===== config.mk =====
export PLATFORM = sky130hd
export DESIGN_NAME = qco_cordic
export DESIGN_NICKNAME = d
export VERILOG_FILES = /design/src/qco_pkg.sv /design/src/qco_cordic.sv
export SDC_FILE = /design/constraint.sdc
export NUM_CORES = 2
export LEC_CHECK = 0
export ABC_CLOCK_PERIOD_IN_PS = 5630
export BUFFER_PORTS_ARGS = -buffer_cell sky130_fd_sc_hd__buf_2
export CAP_MARGIN = 10
export CORE_MARGIN = 4
export CORE_UTILIZATION = 49
export DETAILED_ROUTE_END_ITERATION = 10
export HOLD_SLACK_MARGIN = 0.08
export RECOVER_POWER = 50
export SYNTH_ARGS = -nofsm -noshare
export SYNTH_HDL_FRONTEND = slang
export SYNTH_SLANG_ARGS = --single-unit

===== constraint.sdc =====
create_clock -name clk -period 5.63 [get_ports clk]
set_clock_uncertainty 0.15 [all_clocks]
set_input_delay 0.2815 -clock clk [delete_from_list [all_inputs] [get_ports clk]]
set_output_delay 0.2815 -clock clk [all_outputs]
set_load 0.03 [all_outputs]

===== src/qco_pkg.sv =====
// shared constants, types and the arctangent table for the corner ordering unit
`timescale 1ns / 1ps
package qco_pkg;

	localparam int COORD_WIDTH_DEF = 16;
	localparam int ANGLE_WIDTH_DEF = 16;
	localparam int PRE_SHIFT = 8;
	localparam int GUARD_BITS = 4;
	localparam int NUM_CORNERS = 4;
	localparam int NUM_LANES = NUM_CORNERS + 1;

	typedef enum logic [1:0] {
		ST_PASS     = 2'd0,
		ST_QUAD     = 2'd1,
		ST_FALLBACK = 2'd2
	} status_t;

	typedef logic [NUM_CORNERS-1:0][31:0] corner_set_t;

	typedef struct packed {
		logic        pass;
		corner_set_t crn;
	} side_t;

	typedef struct packed {
		status_t     status;
		corner_set_t crn;
	} res_word_t;

	// atan(2^-idx) as a binary angle of aw bits, rounded to nearest
	function automatic logic [31:0] atan_unit(input int idx, input int aw);
		logic [31:0] base;
		logic [32:0] t;
		unique case (idx)
			0: base = 32'd536870912;
			1: base = 32'd316933406;
			2: base = 32'd167458907;
			3: base = 32'd85004756;
			4: base = 32'd42667331;
			5: base = 32'd21354465;
			6: base = 32'd10679838;
			7: base = 32'd5340245;
			8: base = 32'd2670163;
			9: base = 32'd1335087;
			10: base = 32'd667544;
			11: base = 32'd333772;
			12: base = 32'd166886;
			13: base = 32'd83443;
			14: base = 32'd41722;
			15: base = 32'd20861;
			16: base = 32'd10430;
			17: base = 32'd5215;
			18: base = 32'd2608;
			19: base = 32'd1304;
			20: base = 32'd652;
			21: base = 32'd326;
			22: base = 32'd163;
			23: base = 32'd81;
			default: base = '0;
		endcase
		t = {1'b0, base} + (33'd1 << (31 - aw));
		return 32'(t >> (32 - aw));
	endfunction

endpackage


===== src/qco_cordic.sv =====
// pipelined vectoring cordic lane, one iteration per stage
`timescale 1ns / 1ps
module qco_cordic import qco_pkg::*; #(
	parameter int COORD_WIDTH = COORD_WIDTH_DEF,
	parameter int ANGLE_WIDTH = ANGLE_WIDTH_DEF
) (
	input  logic                          clk,
	input  logic                          en,
	input  logic signed [COORD_WIDTH:0]   dx,
	input  logic signed [COORD_WIDTH:0]   dy,
	output logic [ANGLE_WIDTH-1:0]        angle
);
	localparam int DW = COORD_WIDTH + PRE_SHIFT + GUARD_BITS;
	localparam logic [ANGLE_WIDTH-1:0] Z_HALF = {1'b1, {(ANGLE_WIDTH-1){1'b0}}};

	logic signed [DW-1:0]   x_s [0:ANGLE_WIDTH];
	logic signed [DW-1:0]   y_s [0:ANGLE_WIDTH];
	logic [ANGLE_WIDTH-1:0] z_s [0:ANGLE_WIDTH];
	logic signed [DW-1:0]   x0;
	logic signed [DW-1:0]   y0;

	assign x0 = DW'(dx) <<< PRE_SHIFT;
	assign y0 = DW'(dy) <<< PRE_SHIFT;

	// pre-rotation into the right half plane
	always_ff @(posedge clk) begin
		if (en) begin
			if (x0 < 0) begin
				x_s[0] <= -x0;
				y_s[0] <= -y0;
				z_s[0] <= Z_HALF;
			end else begin
				x_s[0] <= x0;
				y_s[0] <= y0;
				z_s[0] <= '0;
			end
		end
	end

	for (genvar k = 1; k <= ANGLE_WIDTH; k++) begin : g_iter
		localparam logic [ANGLE_WIDTH-1:0] T = ANGLE_WIDTH'(atan_unit(k - 1, ANGLE_WIDTH));
		always_ff @(posedge clk) begin
			if (en) begin
				if (y_s[k-1] > 0) begin
					x_s[k] <= x_s[k-1] + (y_s[k-1] >>> (k - 1));
					y_s[k] <= y_s[k-1] - (x_s[k-1] >>> (k - 1));
					z_s[k] <= z_s[k-1] + T;
				end else if (y_s[k-1] < 0) begin
					x_s[k] <= x_s[k-1] - (y_s[k-1] >>> (k - 1));
					y_s[k] <= y_s[k-1] + (x_s[k-1] >>> (k - 1));
					z_s[k] <= z_s[k-1] - T;
				end else begin
					x_s[k] <= x_s[k-1];
					y_s[k] <= y_s[k-1];
					z_s[k] <= z_s[k-1];
				end
			end
		end
	end

	assign angle = z_s[ANGLE_WIDTH];
endmodule


==> impl_results.md <==
* # port buffers at slightly above 50
* Synth Net Count at approximately 11000
* Seq/Total Area, Yosys at roughly 33%
* Largest cells by area after synthesis: edfxtp_1 33%, ha_1 13%, xnor2_1 6.1%
* Crit Reg-Reg Endpoint: y_s[9][27]
* FP Rows at ~160
* Root Buffer: clkbuf_16
* Hold Crit Class: reg2reg
* Post-Synthesis Cells at around 10000
* Tmin final at about 5 ns
* Worst R2R Setup Slack at between 0.5 and 0.6 ns
* Worst r2r src: x_s[8][9]
* RSZ-0062 raised after global routing: false
* Die area at 186000 um2
* CP Launch Point: x_s[8][9]
* First-pass GRT wire length at ~390000 um
* Status: complete, but fails checks
* FF+latch count, synth at 973
* Worst skew pair latency at slightly below 0.8 ns
* Layout area overhead at 8.52%
* Via density at roughly 5.9
* Htree depth at 3
* Worst setup path endpoint: y_s[9][27]
* Post-synth cell types at around 90
* Global-route usage over all layers at between 20% and 30%
* Via count at between 70000 and 80000
* Die Width at about 430 um
* Cell taking the most area after synthesis: edfxtp_1
* CTS tree: built
* CORE AREA at approximately 180000 um2
* Critical Path AT at between 5 and 6 ns
* Setup bufs post-CTS at 0
* Final Hold Vio Count at 0
* HPWL Detailed at 197000 um
* Endpoints failing setup at 0
* Clk slew on worst S/H paths at around 0.06 ns
* Failing checks: max-capacitance violations, max-slew violations
* Largest net degree at the start of global routing at roughly 110
* Asr flop ratio synth at 0%
* Slew Viols, Final at 390
* # nets final at roughly 11000
* Starting Density at a little under 50%
* Worst-Margin Slew at 3.95 ns
* Cell Area, Synth at just under 90000 um2
* Antenna viol nets, final at 0
* Clock tree buffer depth at 3
* Num CTS Buffers at around 110
* YS warnings at 0
* Mean Syn Cell Area at slightly below 9 um2
* Sink Count at 973
* Antenna violations before repair at 5
* Commonest non-fill, non-tap cell in the layout: nor2_1
* CP Launch Type: flop
* Setup TNS at 0 ns
* Drt first-iter violations at 5551
* Post-synth top area share at between 30% and 40%
* Pre-antenna DRT Iters at 6
* FF-to-FF path depth at 19
* Proportion of layout cells with a drive suffix above 1 at around 4.7%
* Max-cap violations at 9
* Crit path kind: reg2reg
* Relative slew slack at -163%
* Period utilization at between 90% and 100%
* EDFF count, synth at approximately 970
* CP endpoint kind: flop
* Max Clock Freq at about 200 MHz
* Die height at roughly 430 um
* Grt ovf at 0
* Top FF cell, synth: edfxtp_1
* CP required at between 6 and 7 ns
* Top-Level Pins at 52
* Drt wl/cell at just over 20 um
* Vias in the first global route at between 70000 and 80000
* Crit path max fanout at 4
* Most frequent cells in the layout: 1004 x nor2_1, 973 x edfxtp_1, 933 x a21oi_1, 926 x nand2_1, 913 x ha_1
* Residual DRC at 0
* Final WL at about 250000 um
* Gpl congestion at roughly 0.93
==> registers in the layout (all words and copies together) (netlist names) <==
register and count:
z_s 234, x_s 349, y_s 390
==> layer usage <==
layer	share of wire (%)	routed length, um	track usage [%]
met3	4.8	12000	3.09
met5	0	0	0
met1	45	114000	35.6
met4	3.3	8380	8.21
met2	46	116000	43.9
==> final cells by class <==
class	count	area, um2
inverters	409	1540
repair buffers	240	1840
diodes	3	7.51
flip-flops and latches	973	29200
fillers	16500	83000
clock buffers	123	2870
well taps	2355	2950
clock inverters	85	960
multi-input cells	8251	55800
==> cells in the mapped netlist, types with 118 or more instances <==
cell type / instances
nor2_1: 1011
nor3_1: 249
nand3_1: 120
o21ai_0: 775
nand2b_1: 161
inv_1: 398
nand2_1: 926
edfxtp_1: 973
o31ai_1: 161
ha_1: 913
a21oi_1: 933
xnor2_1: 611
clkbuf_1: 269
a21o_1: 322
o21bai_1: 118
xor2_1: 565
==> per-stage QoR <==
stage               hold slack [ns]  cell area [um2]  instances  utilization [%]  setup WS, ns
finish                        0.268            95200      12400             53.4         0.503
global route                  0.263            95200      12400             53.4        0.0835
CTS                           0.216            95300      12400             53.5         0.433
detailed placement            0.255            90900      12200             51.0         0.465
global placement              0.251            90900      12200             51.0         0.502
floorplan                     0.230            87700       9948                -         0.626
==> critical path: stages, from the launching register on <==
cell      delay, ns
edfxtp_1       0.51
inv_1          0.12
ha_1           0.19
nand2b_1       0.11
or3b_2         0.49
or3_1          0.35
or3_1          0.44
or2_2          0.33
o21ai_0        0.39
nand2_1        0.15
ha_1           0.34
a21oi_1        0.17
o21ai_0        0.10
a21o_1         0.18
a21o_1         0.16
a21oi_1        0.19
nor4b_1        0.25
o21ai_0        0.13
o31a_1         0.12
nand3_1        0.07
==> repair_timing <==
item | CTS | global route
endpoints found under the hold margin | 132 | 0
gates resized for setup | 0 | 1
setup endpoints to repair | 0 | 1
hold buffers | 59 | 0
==> cells by family after synthesis <==
| group | synth area share (%) |
|---|---|
| buffers and inverters | 3.14 |
| DFF | 33.3 |
| muxes | 0.736 |
| and+or+nand+nor | 16.6 |
| xor gates and xnor gates | 11.7 |
| adders and majority gates | 13.9 |
| AOI/OAI and AO/OA | 20.6 |
==> how the worst min path moves through the flow <==
| stage | from | endpoint | depth (start not counted) |
|---|---|---|---|
| floorplan | dx[0] | x_s[0][8] | 0 |
| finish | z_s[15][13] | z_s[16][13] | 0 |
| global placement | z_s[15][11] | z_s[16][11] | 0 |
| global route | dy[13] | y_s[0][21] | 3 |
| detailed placement | z_s[15][13] | z_s[16][13] | 0 |
| CTS | dy[13] | y_s[0][21] | 3 |
Power is not shown: default switching activity piles up to over one toggle a cycle in this logic, so the estimate is an artifact.
