[src/qco_pkg.sv]
// shared constants, types and the arctangent table for the corner ordering unit
`timescale 1ns / 1ps
package qco_pkg;

	localparam int COORD_WIDTH_DEF = 16;
	localparam int ANGLE_WIDTH_DEF = 16;
	localparam int PRE_SHIFT = 8;
	localparam int GUARD_BITS = 4;
	localparam int NUM_CORNERS = 4;
	localparam int NUM_LANES = NUM_CORNERS + 1;

	typedef enum logic [1:0] {
		ST_PASS     = 2'd0,
		ST_QUAD     = 2'd1,
		ST_FALLBACK = 2'd2
	} status_t;

	typedef logic [NUM_CORNERS-1:0][31:0] corner_set_t;

	typedef struct packed {
		logic        pass;
		corner_set_t crn;
	} side_t;

	typedef struct packed {
		status_t     status;
		corner_set_t crn;
	} res_word_t;

	// atan(2^-idx) as a binary angle of aw bits, rounded to nearest
	function automatic logic [31:0] atan_unit(input int idx, input int aw);
		logic [31:0] base;
		logic [32:0] t;
		unique case (idx)
			0: base = 32'd536870912;
			1: base = 32'd316933406;
			2: base = 32'd167458907;
			3: base = 32'd85004756;
			4: base = 32'd42667331;
			5: base = 32'd21354465;
			6: base = 32'd10679838;
			7: base = 32'd5340245;
			8: base = 32'd2670163;
			9: base = 32'd1335087;
			10: base = 32'd667544;
			11: base = 32'd333772;
			12: base = 32'd166886;
			13: base = 32'd83443;
			14: base = 32'd41722;
			15: base = 32'd20861;
			16: base = 32'd10430;
			17: base = 32'd5215;
			18: base = 32'd2608;
			19: base = 32'd1304;
			20: base = 32'd652;
			21: base = 32'd326;
			22: base = 32'd163;
			23: base = 32'd81;
			default: base = '0;
		endcase
		t = {1'b0, base} + (33'd1 << (31 - aw));
		return 32'(t >> (32 - aw));
	endfunction

endpackage

[src/qco_select.sv]
// quadrant check, 135 degree fallback and final corner selection
`timescale 1ns / 1ps
module qco_select import qco_pkg::*; #(
	parameter int ANGLE_WIDTH = ANGLE_WIDTH_DEF
) (
	input  logic                        pass,
	input  corner_set_t                 crn,
	input  logic [1:0]                  order  [NUM_CORNERS],
	input  logic signed [ANGLE_WIDTH:0] sorted [NUM_CORNERS],
	output res_word_t                   res
);
	localparam logic signed [ANGLE_WIDTH:0] QTR =
		signed'((ANGLE_WIDTH+1)'(1) << (ANGLE_WIDTH - 2));
	localparam logic [ANGLE_WIDTH-1:0] TARGET = ANGLE_WIDTH'(3) << (ANGLE_WIDTH - 3);
	localparam logic [ANGLE_WIDTH-1:0] HALF = {1'b1, {(ANGLE_WIDTH-1){1'b0}}};
	localparam logic [ANGLE_WIDTH:0] FULL = {1'b1, {ANGLE_WIDTH{1'b0}}};

	logic [1:0]             lu, ru, rd, ld;
	logic                   h_lu, h_ru, h_rd, h_ld;
	logic [ANGLE_WIDTH-1:0] u;
	logic [ANGLE_WIDTH:0]   d;
	logic [ANGLE_WIDTH:0]   best_d;
	logic [1:0]             best;

	always_comb begin
		lu = '0; ru = '0; rd = '0; ld = '0;
		h_lu = 1'b0; h_ru = 1'b0; h_rd = 1'b0; h_ld = 1'b0;
		best = '0;
		best_d = '1;
		u = '0;
		d = '0;
		for (int p = 0; p < NUM_CORNERS; p++) begin
			if (sorted[p] > QTR) begin
				lu = order[p]; h_lu = 1'b1;
			end else if (sorted[p] > 0) begin
				ru = order[p]; h_ru = 1'b1;
			end else if (sorted[p] > -QTR) begin
				rd = order[p]; h_rd = 1'b1;
			end else begin
				ld = order[p]; h_ld = 1'b1;
			end
			u = ANGLE_WIDTH'(sorted[p]) - TARGET;
			d = (u >= HALF) ? FULL - {1'b0, u} : {1'b0, u};
			if (d < best_d) begin
				best_d = d;
				best = 2'(p);
			end
		end

		res.crn = crn;
		priority if (pass) begin
			res.status = ST_PASS;
		end else if (h_lu && h_ru && h_rd && h_ld) begin
			res.status = ST_QUAD;
			res.crn[0] = crn[lu];
			res.crn[1] = crn[ru];
			res.crn[2] = crn[rd];
			res.crn[3] = crn[ld];
		end else begin
			res.status = ST_FALLBACK;
			for (int i = 0; i < NUM_CORNERS; i++) begin
				res.crn[i] = crn[order[best + 2'(i)]];
			end
		end
	end
endmodule

[config.mk]
export PLATFORM = sky130hd
export DESIGN_NAME = qco_select
export DESIGN_NICKNAME = d
export VERILOG_FILES = /design/src/qco_pkg.sv /design/src/qco_select.sv
export SDC_FILE = /design/constraint.sdc
export NUM_CORES = 1
export LEC_CHECK = 0
export BUFFER_PORTS_ARGS = -buffer_cell sky130_fd_sc_hd__buf_2
export CORE_MARGIN = 2
export CORE_UTILIZATION = 45
export DETAILED_ROUTE_END_ITERATION = 12
export PLACE_DENSITY = 0.69
export SLEW_MARGIN = 30
export SYNTH_ARGS = -nofsm -noshare
export SYNTH_HDL_FRONTEND = slang
export SYNTH_SLANG_ARGS = --single-unit
[constraint.sdc]
create_clock -name vclk -period 11.7
set_clock_uncertainty 0.15 [all_clocks]
set_input_delay 0.585 -clock vclk [all_inputs]
set_output_delay 0.585 -clock vclk [all_outputs]
set_load 0.05 [all_outputs]
==> flow_summary_export.csv <==
group,metric,value,unit
sta,finalMaxSlewViolations,0,
cells_and_area,multiInputGateArea,12500,um^2
drt,drc,0,
power_and_ir_drop,p_per_area,151.5,nW/um^2
die,initial_utilization,0.4560,
synthesis,yosysMostFrequentCell,"mux2i_1",
synthesis,synth_common_cells,"293 x mux2i_1, 150 x o21ai_0, 144 x nand2_1, 143 x nor2_1, 136 x clkbuf_1",
global_routing,grt_pass1_vias,15150,
sta,worstMarginPinSlew,0.9976,ns
synthesis,synth_area_leaders,"mux2i_1 22%, mux2_2 7.9%, o21ai_0 5.6%",
drt,first_iter_violations,1709,
die,io-pin-count,335,
global_routing,global_route.usage.total,0.3290,
cts,hold_buffers,0,
critical_path,cp_common_cell,"o21ai_0",
cells_and_area,seq_cell_count,0,
drt,wire_per_inst,22.39,um
sta,fmax,90.42,MHz
placed_design,place.gp.congestion,0.9657,
min_path,min_path_type,"input pin to output pin",
die,design.core.area,29560,um^2
sta,hold_violations,0,
die,floorplan.rows,63,
die,dieWidth,177.1,um
sta,fin_crit,11.06,ns
cells_and_area,regArea,0,um^2
placed_design,port-buffer-count,335,
critical_path,required,10.97,ns
cells_and_area,layout-drive-gt1-share,0.2695,
placed_design,dp_hpwl,39320,um
drt,finalWirelength,55410,um
sta,worst_slack,0.6401,ns
critical_path,crit_arrival,10.32,ns
cells_and_area,syn_to_final_growth,14.36,%
power_and_ir_drop,total_leakage_power,7.324,nW
die,die_h,177.1,um
global_routing,grt_max_degree,100,
flow_run,drv_cap,0,
global_routing,grt-ovfl-total,0,
drt,vias,16580,
global_routing,grt_pass1_wl,84090,um
sta,setup_violations,0,
die,die-area,31350,um^2
drt,final_antenna_net_count,0,
drt,first_pass_iters,8,
critical_path,crit_end,"res[108]",
cells_and_area,post-route-cell-area,15410,um^2
critical_path,cp_max_fo,21,
synthesis,ys_seq_area_frac,0,
synthesis,synthCells,1896,
placed_design,dp_slack,0.3659,ns
sta,finalSetupTns,0,ns
critical_path,cp-end-kind,"output pin",
placed_design,place_area,15220,um^2
sta,rsz0062_at_grt,"yes",
cells_and_area,nClkBuffers,0,
cells_and_area,fill_cells,2979,
sta,finalCritPeriodShare,0.9453,
sta,whs,1.525,ns
critical_path,critPathLaunchType,"input pin",
drt,routed_via_density,6.701,
sta,relSlewSlack,0.3350,
synthesis,synth_cell_types,96,
critical_path,crit_type,"input pin to output pin",
critical_path,cp-startpoint,"sorted[55]",
critical_path,worst_path_max_delay_cell,"or4_1",
power_and_ir_drop,irDropWorstVdd,0.09045,mV
synthesis,yosysTopAreaCell,"mux2i_1",
power_and_ir_drop,finalPower,2.335,mW
critical_path,cp_slowest_stage_delay,0.64,ns
synthesis,yosys_warnings,0,
global_routing,antenna_found_initial,5,
cells_and_area,nets,2344,
synthesis,netlist_area,13480,um^2
run_status,status,"finished clean",
synthesis,netlist.area_leader.share,0.2176,
synthesis,syn_avg_cell_area,7.109,um^2
==> report_power, final <==
part / leakage (nW) / switching, mW / internal [mW] / total [mW]
clock: 0.0000190 / 0 / 0.0000000343 / 0.0000000343
sequential: 0 / 0 / 0 / 0
combinational: 7.32 / 1.52 / 0.820 / 2.33
==> cell type report <==
type | instances | area share
timing repair buffer | 402 | 0.1490
inverter | 32 | 0.008118
multi-input combinational | 1648 | 0.8108
antenna | 3 | 0.0004871
tap | 390 | 0.03166
==> routing by layer <==
layer / part of all wire / GRT usage
met2: 0.46 / 0.5363
met5: 0 / 0
met1: 0.41 / 0.4422
met3: 0.096 / 0.03823
met4: 0.033 / 0.1240
==> cells in the final DEF (no fill, tap or decap), types with 4 or more instances in the layout <==
master     instances
a2111oi_0          5
a211o_1           64
a211oi_1          64
a21o_1             7
a21oi_1           65
a221oi_1           4
a2bb2oi_1         83
a2bb2oi_2         10
a31oi_1           16
and2_1             4
and3_1             5
buf_12             4
buf_2            335
buf_4             56
conb_1             6
ha_1              55
inv_1             30
mux2_1             8
mux2_2            94
mux2i_1          293
nand2_1          143
nand2b_1           4
nand3_1           70
nand4_1           15
nor2_1           141
nor2b_1           35
nor3_1            15
nor4_1            11
o2111ai_1          4
o211ai_1          69
o21ai_0          149
o21ai_1            5
o22ai_1           35
o311ai_0           5
o31ai_1            4
or3_1             10
xnor2_1           23
xor2_1            31
==> critical path, delay by kind of cell <==
kind | cells | cell delay [ns]
compound gates | 12 | 3.36
xor+xnor | 1 | 0.40
fa+ha+maj | 3 | 1.00
buf+inv | 3 | 0.59
simple gates | 14 | 4.35
==> cells by family after synthesis <==
group,Yosys count,synth area share
compound gates,641,0.3430
simple gates,493,0.1766
mux,395,0.3028
buf+inv,252,0.08578
xor+xnor,58,0.04020
fa+ha+maj,55,0.05106
other cells,2,0.0005572
==> worst min path at each step <==
| stage | startpoint | end | slack [ns] | depth (start not counted) |
|---|---|---|---|---|
| floorplan | crn[100] | res[100] | 1.39 | 1 |
| global placement | crn[26] | res[26] | 1.52 | 4 |
| detailed placement | crn[17] | res[17] | 1.53 | 4 |
| CTS | crn[17] | res[17] | 1.52 | 4 |
| global route | crn[20] | res[20] | 1.55 | 4 |
| finish | crn[17] | res[17] | 1.52 | 4 |
==> timing repair <==
action	4_1_cts	5_1_grt
setup endpoints to repair	0	128
resized for setup	0	5
setup buffers	0	16
==> through the flow <==
stage / utilization / cells
3_5_place_dp: 0.5150 / 2456
5_1_grt: 0.5214 / 2474
2_1_floorplan: - / 1900
4_1_cts: 0.5150 / 2456
3_3_place_gp: 0.5120 / 2452
6_report: 0.5214 / 2475
(Power assumes the default switching activity.)
