===== src/qco_pkg.sv =====
// shared constants, types and the arctangent table for the corner ordering unit
`timescale 1ns / 1ps
package qco_pkg;

	localparam int COORD_WIDTH_DEF = 16;
	localparam int ANGLE_WIDTH_DEF = 16;
	localparam int PRE_SHIFT = 8;
	localparam int GUARD_BITS = 4;
	localparam int NUM_CORNERS = 4;
	localparam int NUM_LANES = NUM_CORNERS + 1;

	typedef enum logic [1:0] {
		ST_PASS     = 2'd0,
		ST_QUAD     = 2'd1,
		ST_FALLBACK = 2'd2
	} status_t;

	typedef logic [NUM_CORNERS-1:0][31:0] corner_set_t;

	typedef struct packed {
		logic        pass;
		corner_set_t crn;
	} side_t;

	typedef struct packed {
		status_t     status;
		corner_set_t crn;
	} res_word_t;

	// atan(2^-idx) as a binary angle of aw bits, rounded to nearest
	function automatic logic [31:0] atan_unit(input int idx, input int aw);
		logic [31:0] base;
		logic [32:0] t;
		unique case (idx)
			0: base = 32'd536870912;
			1: base = 32'd316933406;
			2: base = 32'd167458907;
			3: base = 32'd85004756;
			4: base = 32'd42667331;
			5: base = 32'd21354465;
			6: base = 32'd10679838;
			7: base = 32'd5340245;
			8: base = 32'd2670163;
			9: base = 32'd1335087;
			10: base = 32'd667544;
			11: base = 32'd333772;
			12: base = 32'd166886;
			13: base = 32'd83443;
			14: base = 32'd41722;
			15: base = 32'd20861;
			16: base = 32'd10430;
			17: base = 32'd5215;
			18: base = 32'd2608;
			19: base = 32'd1304;
			20: base = 32'd652;
			21: base = 32'd326;
			22: base = 32'd163;
			23: base = 32'd81;
			default: base = '0;
		endcase
		t = {1'b0, base} + (33'd1 << (31 - aw));
		return 32'(t >> (32 - aw));
	endfunction

endpackage


===== src/qco_rank.sv =====
// stable sort of four relative angles by rank counting
`timescale 1ns / 1ps
module qco_rank import qco_pkg::*; #(
	parameter int ANGLE_WIDTH = ANGLE_WIDTH_DEF
) (
	input  logic signed [ANGLE_WIDTH:0] ang    [NUM_CORNERS],
	output logic [1:0]                  order  [NUM_CORNERS],
	output logic signed [ANGLE_WIDTH:0] sorted [NUM_CORNERS]
);
	logic [1:0] rank [NUM_CORNERS];

	always_comb begin
		for (int i = 0; i < NUM_CORNERS; i++) begin
			rank[i] = '0;
			for (int j = 0; j < NUM_CORNERS; j++) begin
				if (j != i) begin
					if (ang[j] < ang[i] || (ang[j] == ang[i] && j < i)) begin
						rank[i] = rank[i] + 2'd1;
					end
				end
			end
		end
		for (int p = 0; p < NUM_CORNERS; p++) begin
			order[p] = '0;
			for (int i = 0; i < NUM_CORNERS; i++) begin
				if (rank[i] == 2'(p)) begin
					order[p] = 2'(i);
				end
			end
			sorted[p] = ang[order[p]];
		end
	end
endmodule


===== config.mk =====
export PLATFORM = sky130hd
export DESIGN_NAME = qco_rank
export DESIGN_NICKNAME = d
export VERILOG_FILES = /design/src/qco_pkg.sv /design/src/qco_rank.sv
export SDC_FILE = /design/constraint.sdc
export NUM_CORES = 1
export LEC_CHECK = 0
export ABC_CLOCK_PERIOD_IN_PS = 3460
export BUFFER_PORTS_ARGS = -buffer_cell sky130_fd_sc_hd__buf_2
export CAP_MARGIN = 20
export CORE_UTILIZATION = 38
export DETAILED_ROUTE_END_ITERATION = 6
export GPL_TIMING_DRIVEN = 0
export PLACE_DENSITY = 0.65
export SETUP_SLACK_MARGIN = 0.4
export SYNTH_ARGS = -nofsm -noshare
export SYNTH_HDL_FRONTEND = slang
export SYNTH_SLANG_ARGS = --single-unit

===== constraint.sdc =====
create_clock -name vclk -period 3.46
set_clock_uncertainty 0.2 [all_clocks]
set_input_delay 0.173 -clock vclk [all_inputs]
set_output_delay 0.173 -clock vclk [all_outputs]
set_load 0.005 [all_outputs]

==> impl_results.md, run 1 <==
* CLK BUF at 0
* Drt first pass iters at 7
* HP Class: in -> out
* Largest net degree at the start of global routing at 11
* Die height at 140 um
* Share of cells above drive strength 1 at 52.4%
* Run status: complete, but fails checks
* Site Rows at 50
* Grt met3 use at 5.37%
* Met1 GRT Util at 47.8%
* CP Capture Type: output pin
* Slack of the critical path at -0.534 ns
* DP Area at 0.00888 mm2
* GR Util met2 at 60.1%
* Num sequential at 0
* Initial DRC count at 1237
* CP max FO at 7
* Setup CP Type: in -> out
* Detail Route Antenna Nets at 0
* Slowest stage cell, crit path: ha_4
* GRT Overall Usage at 36.5%
* RSZ-0062 raised after global routing: yes
* Drc violations at 29
* Via density at 6.78
* Final worst path period share at 115%
* Setup violators final at 76
* Violations in the final reports: design-rule violations, negative setup slack
* Synth cell types at 51
* Post-synth net total at 1186
* Most common cell after layout, fill and taps aside: mux2i_1
* CP arrival at 3.62 ns
* Sequential cell area at 0 um2
* Final Hold Vio Count at 0
* Critical path required time at 3.09 ns
* Post-Syn Area at 0.00726 mm2
* IO Pins at 144
* Die area at 0.0197 mm2
* Number of max-cap violations at 0
* Syn_area_per_cell at 7.24 um2
* Detailed Route WL at 38900 um
* Initial core utilization at 38.8%
* Seq/Total Area, Yosys at 0%
* Drt wl/cell at 26.6 um
* # port buffers at 144
* Gate Count Post-Synth at 1004
* Hold-fix buffers at CTS at 0
* Cell mode on critical path: a21oi_2
* Count of pins over their slew limit at 0
* Startpoint types: input port
* Slew @ Worst Pin at 0.749 ns
* Largest stage delay on the critical path at 0.38 ns
* P&R area growth vs syn at 72.7%
* Crit path time final at 3.99 ns
* Peak Freq at 250 MHz
* First-pass GRT wire length at 55000 um
* GP Congestion at 0.987
* Via Count at 9890
* Vias in the first global route at 9194
* Core Region at 0.0187 mm2
* Chip Width at 140 um
* Nets at 1408
* Final instance area at 0.0125 mm2
* Commonest cells after routing, fill and taps aside: 153 x mux2i_1, 113 x buf_2, 78 x ha_1
* Chain of cells forming the critical path: buf_4 -> inv_2 -> ha_4 -> a21oi_2 -> nor2b_1 -> o21ai_1 -> a21oi_2 -> a2111oi_4 -> a21oi_2 -> a21o_1 -> ha_4 -> clkinvlp_4 -> nand2_4 -> buf_8 -> nor4_1 -> a21oi_1 -> mux2i_1 -> a31oi_4 -> buf_2
* Initial antenna violation count at 1
* Grt ovf at 0
* Slew headroom at 50.1%
* GRT busiest layer: met2
* Warnings from Yosys at 0
* Post-DP HPWL at 27700 um
final cells by class:
type / instances / area [um2]
diodes: 1 / 2.50
plain buffers: 81 / 897
fillers: 1369 / 6160
inverters: 62 / 348
multi-input cells: 861 / 9150
well taps: 234 / 293
repair buffers: 220 / 1860
path summary, 6_finish.rpt:
kind | from | end | slack, ns | cells after the start
setup / recovery | ang[24] | sorted[47] | -0.53 | 19
hold / removal | ang[2] | sorted[2] | 0.58 | 4
metal layers:
layer,up-vias,wire [um]
met5,-,0
met4,0,2260
met3,191,3740
met2,638,17600
met1,4759,15200
li1,4302,-
cells in the mapped netlist, types with 20 or more instances:
cell | instances | area share [%]
a211oi_1 | 20 | 2.1
nor2b_1 | 28 | 2.4
nor3_1 | 39 | 2.7
a21oi_1 | 76 | 5.2
ha_1 | 114 | 20
nor4_1 | 51 | 4.4
o21ai_0 | 23 | 1.6
mux2i_1 | 204 | 28
a31oi_1 | 86 | 7.4
clkbuf_1 | 41 | 2.1
nor2_1 | 65 | 3.4
nand2_1 | 31 | 1.6
inv_1 | 62 | 3.2
cells by family after synthesis:
| family | after synthesis | share of synthesized area [%] |
|---|---|---|
| adders and majority gates | 114 | 19.6 |
| buffers and inverters | 143 | 8.59 |
| and+or+nand+nor | 274 | 19.8 |
| muxes | 206 | 28.4 |
| AOI/OAI and AO/OA | 267 | 23.5 |
per-stage QoR:
stage	setup WS (ns)	utilization, %	std cells	hold WS, ns	TNS, ns
global placement	-1.19	47.5	1382	0.574	-72.76
CTS	-0.324	61.3	1439	0.590	-18.74
finish	-0.534	67.1	1459	0.582	-27.61
detailed placement	-1.17	47.5	1382	0.585	-70.97
floorplan	0.176	-	1004	0.308	0
global route	-0.603	67.1	1459	0.607	-31.39
worst max-delay path, delay by kind of cell:
family / cells / cell delay, ns
AOI/OAI and AO/OA: 8 / 1.52
and+or+nand+nor: 3 / 0.27
buffers and inverters: 5 / 0.79
adders and majority gates: 2 / 0.63
muxes: 1 / 0.23
timing repair:
action | CTS | global route
pin swaps | 47 | 41
endpoints found under the setup margin | 76 | 76
gates resized for setup | 440 | 191
buffers inserted | 47 | 18
cloned | 10 | 1
==> run 2, diff against run 1 <==
--- a/config.mk
+++ b/config.mk
@@ -11,7 +11,7 @@
 export CORE_UTILIZATION = 38
 export DETAILED_ROUTE_END_ITERATION = 6
 export GPL_TIMING_DRIVEN = 0
-export PLACE_DENSITY = 0.65
+export PLACE_DENSITY_LB_ADDON = 0.2
 export SETUP_SLACK_MARGIN = 0.4
 export SYNTH_ARGS = -nofsm -noshare
 export SYNTH_HDL_FRONTEND = slang
==> impl_results.md, run 2 (same netlist as run 1, synthesis figures left out) <==
* # port buffers at 144 (unchanged)
* IO Pins at 144 (unchanged)
* Site Rows at 50 (unchanged)
* Count of buffer and inverter cells on the critical path at 5 (unchanged)
* CP arrival at 3.57 ns (-0.05 ns)
* CP max FO at 10 (+3)
* P&R area growth vs syn at 75.5%
* Detail Route Antenna Nets at 0 (unchanged)
* Cell mode on critical path: a21oi_2
* Drc violations at 0 (-100%)
* Clock network power share at 0%
* Setup violators final at 76 (unchanged)
* Footprint of the multi-input gates at 0.00927 mm2 (+1.4%)
* Share of power burned in registers at 0%
* Diode count at 0 (-1)
* GP Congestion at 0.979 (-0.82%)
* Drt wl/cell at 27.0 um (+1.2%)
* Die area at 0.0197 mm2 (unchanged)
* Final Hold Vio Count at 0 (unchanged)
* Leak at 5.48 nW
* Crit path time final at 3.94 ns (-0.0496 ns)
* Vias in the first global route at 9369 (+1.9%)
* Largest stage delay on the critical path at 0.35 ns (-0.03 ns)
* RSZ-0062 raised after global routing: yes
* GRT Overall Usage at 37.8% (+1.4 points)
* Via density at 6.75 (-0.45%)
* Share of cells above drive strength 1 at 55.0% (+2.6 points)
* Setup CP Type: in -> out
* Via Count at 9960 (+0.71%)
* First-pass GRT wire length at 56700 um (+3.1%)
* Initial antenna violation count at 1 (unchanged)
* Switching Fraction at 53.0%
* Violations in the final reports: negative setup slack
* Die height at 140 um (unchanged)
* Startpoint types: input port
* Grt ovf at 0 (unchanged)
* CP Capture Type: output pin
* Detailed Route WL at 39800 um (+2.4%)
* Slack of the critical path at -0.484 ns (+0.0496 ns)
* Post-DP HPWL at 28100 um (+1.6%)
* Most common cell after layout, fill and taps aside: mux2i_1
* DP Area at 0.00888 mm2 (unchanged)
* Top Family by Delay on Critical Path: compound AO/OA/AOI/OAI gates
* Slowest stage cell, crit path: nor3_1
* Chain of cells forming the critical path: buf_4 -> inv_4 -> ha_1 -> a21oi_1 -> nor2b_1 -> o21ai_1 -> a21oi_2 -> a2111oi_4 -> a21oi_2 -> a21o_2 -> ha_4 -> clkbuf_16 -> buf_8 -> nor3_1 -> a21oi_2 -> mux2i_2 -> a31oi_4 -> buf_2
* Hold depth at 4 (unchanged)
* Number of max-cap violations at 0 (unchanged)
* Worst IR drop on VDD at 0.264 mV
* Hold-fix buffers at CTS at 0 (unchanged)
* Num sequential at 0 (unchanged)
* Critical path required time at 3.09 ns (about the same)
* Initial core utilization at 38.8% (unchanged)
* Nets at 1426 (+1.3%)
* HP Class: in -> out
* Count of pins over their slew limit at 0 (unchanged)
* Final worst path period share at 114% (-1.4 points)
* Initial DRC count at 1238 (+0.081%)
* CLK BUF at 0 (unchanged)
* Setup tns final at -28.35 ns (-0.744 ns)
* Run status: complete, but fails checks
* # fillers at 1398 (+2.1%)
* Slew @ Worst Pin at 0.996 ns (+0.246 ns)
* Pwr/cell area at 510 mW/mm2
* Switch Pwr at 3.45 mW
* Slew headroom at 33.6% (-16 points)
* Largest net degree at the start of global routing at 11 (unchanged)
* Core Region at 0.0187 mm2 (unchanged)
* P_int at 3.06 mW
* Commonest cells after routing, fill and taps aside: 153 x mux2i_1, 118 x buf_2, 90 x ha_1
* Final instance area at 0.0127 mm2 (+1.6%)
* Chip Width at 140 um (unchanged)
* Peak Freq at 254 MHz (+1.3%)
* Comb power frac at 100.0%
* Critical path depth in cells at 18 (-1)
* Sequential cell area at 0 um2 (unchanged)
* Drt first pass iters at 6 (-1)
run 2: changes by cell type in the layout (fill, tap and decap cells not counted), sizes merged:
| cell | change |
|---|---|
| clkdlybuf4s15 | +1 |
| clkbuf | +3 |
| nand2 | +1 |
| diode | -1 |
| buf | +13 |
run 2: power groups by stage:
stage	sequential (mW)	clock, mW	combinational, mW
floorplan	0	0	2.64
global placement	0	0	4.02
detailed placement	0	0	4.03
CTS	0	0	5.80
global route	0	0	6.69
finish	0	0	6.50
run 2: repair_timing:
action / in CTS / in global routing
gates cloned: 13 / 3
pin swaps: 66 / 21
buffers inserted: 62 / 16
gates resized for setup: 488 / 170
endpoints found under the setup margin: 76 / 76
hold endpoints to repair: 0 / 0
run 2: cell type report:
class | instances | area share [%]
repair buffers | 237 | 15.0
plain buffers | 81 | 7.44
well taps | 234 | 2.30
inverters | 62 | 2.51
multi-input cells | 862 | 72.7
run 2: final timing paths:
| path | startpoint | to | slack [ns] |
|---|---|---|---|
| worst max-delay path | ang[24] | sorted[64] | -0.48 |
| worst min-delay path | ang[3] | sorted[20] | 0.61 |
run 2: worst min-delay path: stages:
cell and delay [ns]:
buf_2 0.14, mux2i_1 0.14, a31oi_1 0.05, buf_2 0.13
run 2: metrics by stage:
step	utilization, %	setup WS [ns]	total power [mW]	hold WS [ns]	std cells
6_report	68.2	-0.484	6.50	0.608	1476
5_1_grt	68.2	-0.556	6.69	0.614	1476
4_1_cts	63.1	-0.334	5.80	0.596	1457
3_5_place_dp	47.5	-1.20	4.03	0.585	1382
3_3_place_gp	47.5	-1.16	4.02	0.577	1382
2_1_floorplan	-	0.176	2.64	0.308	1004
run 2: routing by layer:
metal	track usage (%)	vias up	part of all wire, %
met3	7.52	183	11
met4	14.5	0	5.7
met1	48.7	4715	39
met2	62.0	716	45
met5	0	-	0
li1	-	4346	-
(Power assumes the default switching activity.)
==> run 3, diff against run 2 <==
--- a/config.mk
+++ b/config.mk
@@ -5,10 +5,10 @@
 export SDC_FILE = /design/constraint.sdc
 export NUM_CORES = 1
 export LEC_CHECK = 0
-export ABC_CLOCK_PERIOD_IN_PS = 3460
+export ABC_CLOCK_PERIOD_IN_PS = 4100
 export BUFFER_PORTS_ARGS = -buffer_cell sky130_fd_sc_hd__buf_2
 export CAP_MARGIN = 20
-export CORE_UTILIZATION = 38
+export CORE_UTILIZATION = 45
 export DETAILED_ROUTE_END_ITERATION = 6
 export GPL_TIMING_DRIVEN = 0
 export PLACE_DENSITY_LB_ADDON = 0.2
==> constraint.sdc (replaced) <==
create_clock -name vclk -period 4.1
set_clock_uncertainty 0.2 [all_clocks]
set_input_delay 0.205 -clock vclk [all_inputs]
set_output_delay 0.205 -clock vclk [all_outputs]
set_load 0.005 [all_outputs]
==> impl_results.md, run 3 (same netlist as run 1, synthesis figures left out) <==
* Crit path time final at 4.17 ns
* Setup violators final at 11 (-86%)
* GP Congestion at 1.01 (+3.6%)
* Diode count at 0 (unchanged)
* Share of cells above drive strength 1 at 45.8% (-9.2 points)
* Comb power frac at 100.0% (about the same)
* IO Pins at 144 (unchanged)
* Hold-fix buffers at CTS at 0 (unchanged)
* Via Count at 10275 (+3.2%)
* Initial core utilization at 45.9% (+7.1 points)
* Run status: complete, but fails checks
* GRT Overall Usage at 41.4% (+3.6 points)
* CLK BUF at 0 (unchanged)
* RSZ-0062 raised after global routing: yes
* Leak at 5.24 nW (-4.3%)
* Peak Freq at 240 MHz
* Drt first pass iters at 6 (unchanged)
* Largest stage delay on the critical path at 0.40 ns (+0.05 ns)
* Setup CP Type: in -> out
* Initial antenna violation count at 1 (unchanged)
* Chip Width at 129 um (-8.0%)
* Initial DRC count at 1397 (+13%)
* Post-DP HPWL at 26400 um (-6.1%)
* HP Class: in -> out
* Core Region at 0.0158 mm2 (-15%)
* Total Power at 4.99 mW (-23%)
* Share of power burned in registers at 0% (unchanged)
* Site Rows at 46 (-8.0%)
* Slowest stage cell, crit path: a2111oi_4
* Worst IR drop on VDD at 0.198 mV (-25%)
* P_int at 2.24 mW (-27%)
* Slew headroom at 47.9% (+14 points)
* Hold depth at 4 (unchanged)
* Grt ovf at 0 (unchanged)
* Final Hold Vio Count at 0 (unchanged)
* Pwr/cell area at 435 mW/mm2 (-15%)
* Most common cell after layout, fill and taps aside: mux2i_1
* Largest net degree at the start of global routing at 11 (unchanged)
* Clock network power share at 0% (unchanged)
* Commonest cells after routing, fill and taps aside: 162 x mux2i_1, 125 x buf_2, 91 x ha_1
* Switching Fraction at 55.1% (+2.1 points)
* Die area at 0.0167 mm2 (-15%)
* Drt wl/cell at 27.4 um (+1.7%)
* Vias in the first global route at 9168 (-2.1%)
* Detail Route Antenna Nets at 0 (unchanged)
* Final instance area at 0.0115 mm2 (-10%)
* # port buffers at 144 (unchanged)
* P&R area growth vs syn at 57.8%
* Die height at 129 um (-8.0%)
* DP Area at 0.00826 mm2 (-7.0%)
* Slack of the critical path at -0.0667 ns (+0.417 ns)
* CP Capture Type: output pin
* Critical path required time at 3.69 ns (+0.60 ns)
* Startpoint types: input port
* Chain of cells forming the critical path: buf_4 -> inv_2 -> ha_4 -> a21o_1 -> a21o_1 -> a2111oi_4 -> a21oi_2 -> a21o_1 -> buf_6 -> ha_4 -> nor2b_1 -> buf_4 -> o21ai_4 -> o31ai_4 -> a221oi_4 -> buf_6 -> a31oi_2 -> buf_2
* Switch Pwr at 2.75 mW (-20%)
* Number of max-cap violations at 0 (unchanged)
* Cell mode on critical path: a21o_1
* CP max FO at 8 (-2)
* Setup tns final at -0.262 ns (+28.09 ns)
* Sequential cell area at 0 um2 (unchanged)
* Drc violations at 0 (unchanged)
* Violations in the final reports: negative setup slack
* Nets at 1414 (-0.84%)
* Slew @ Worst Pin at 0.781 ns (-0.214 ns)
* Worst hold slack at 0.640 ns (+0.0321 ns)
* CP arrival at 3.76 ns (+0.19 ns)
* Final core utilization at 72.4% (+4.3 points)
* First-pass GRT wire length at 52200 um (-7.8%)
* Final worst path period share at 102%
* Count of pins over their slew limit at 0 (unchanged)
* Via density at 7.11 (+5.3%)
* Num sequential at 0 (unchanged)
* Detailed Route WL at 39600 um (-0.36%)
==> run 3: final timing paths <==
| path | start | to | slack, ns |
|---|---|---|---|
| worst max-delay path | ang[30] | sorted[23] | -0.07 |
| worst min-delay path | ang[10] | sorted[61] | 0.64 |
==> run 3: stage by stage <==
step           std cells  worst slack, ns
2_1_floorplan       1004            0.479
3_3_place_gp        1364           -0.897
3_5_place_dp        1364           -0.943
4_1_cts             1419            0.145
5_1_grt             1446           -0.109
6_report            1446          -0.0667
==> run 3: cell type report <==
class | instances | area (um2)
Fill cell | 1136 | 4360
Buffer | 81 | 791
Inverter | 62 | 289
Tap cell | 216 | 270
Timing Repair Buffer | 226 | 1660
Multi-Input combinational cell | 861 | 8450
==> run 3: worst max-delay path: cells and delay by family <==
kind / cells / cell delay, ns
AO/OA/AOI/OAI: 9 / 1.85
buffers and inverters: 6 / 1.05
adder cells (fa/ha/maj): 2 / 0.56
AND/OR/NAND/NOR: 1 / 0.08
==> run 3: power by group through the flow <==
stage          logic (mW)  registers (mW)  clock network (mW)
2_1_floorplan        1.85               0                   0
3_3_place_gp         2.96               0                   0
3_5_place_dp         2.96               0                   0
4_1_cts              4.17               0                   0
5_1_grt              5.10               0                   0
6_report             4.99               0                   0
==> run 3: timing repair <==
action                     in CTS  in global routing
cloned                          4                  2
gates resized for setup       404                203
setup endpoints to repair      76                 76
buffers inserted               51                 25
pin swaps                      45                 33
==> run 3: metal layers <==
metal	GRT usage, %	wire (um)
met1	51.9	14200
met2	65.2	16900
met3	12.3	5300
met4	19.4	3260
met5	0	17
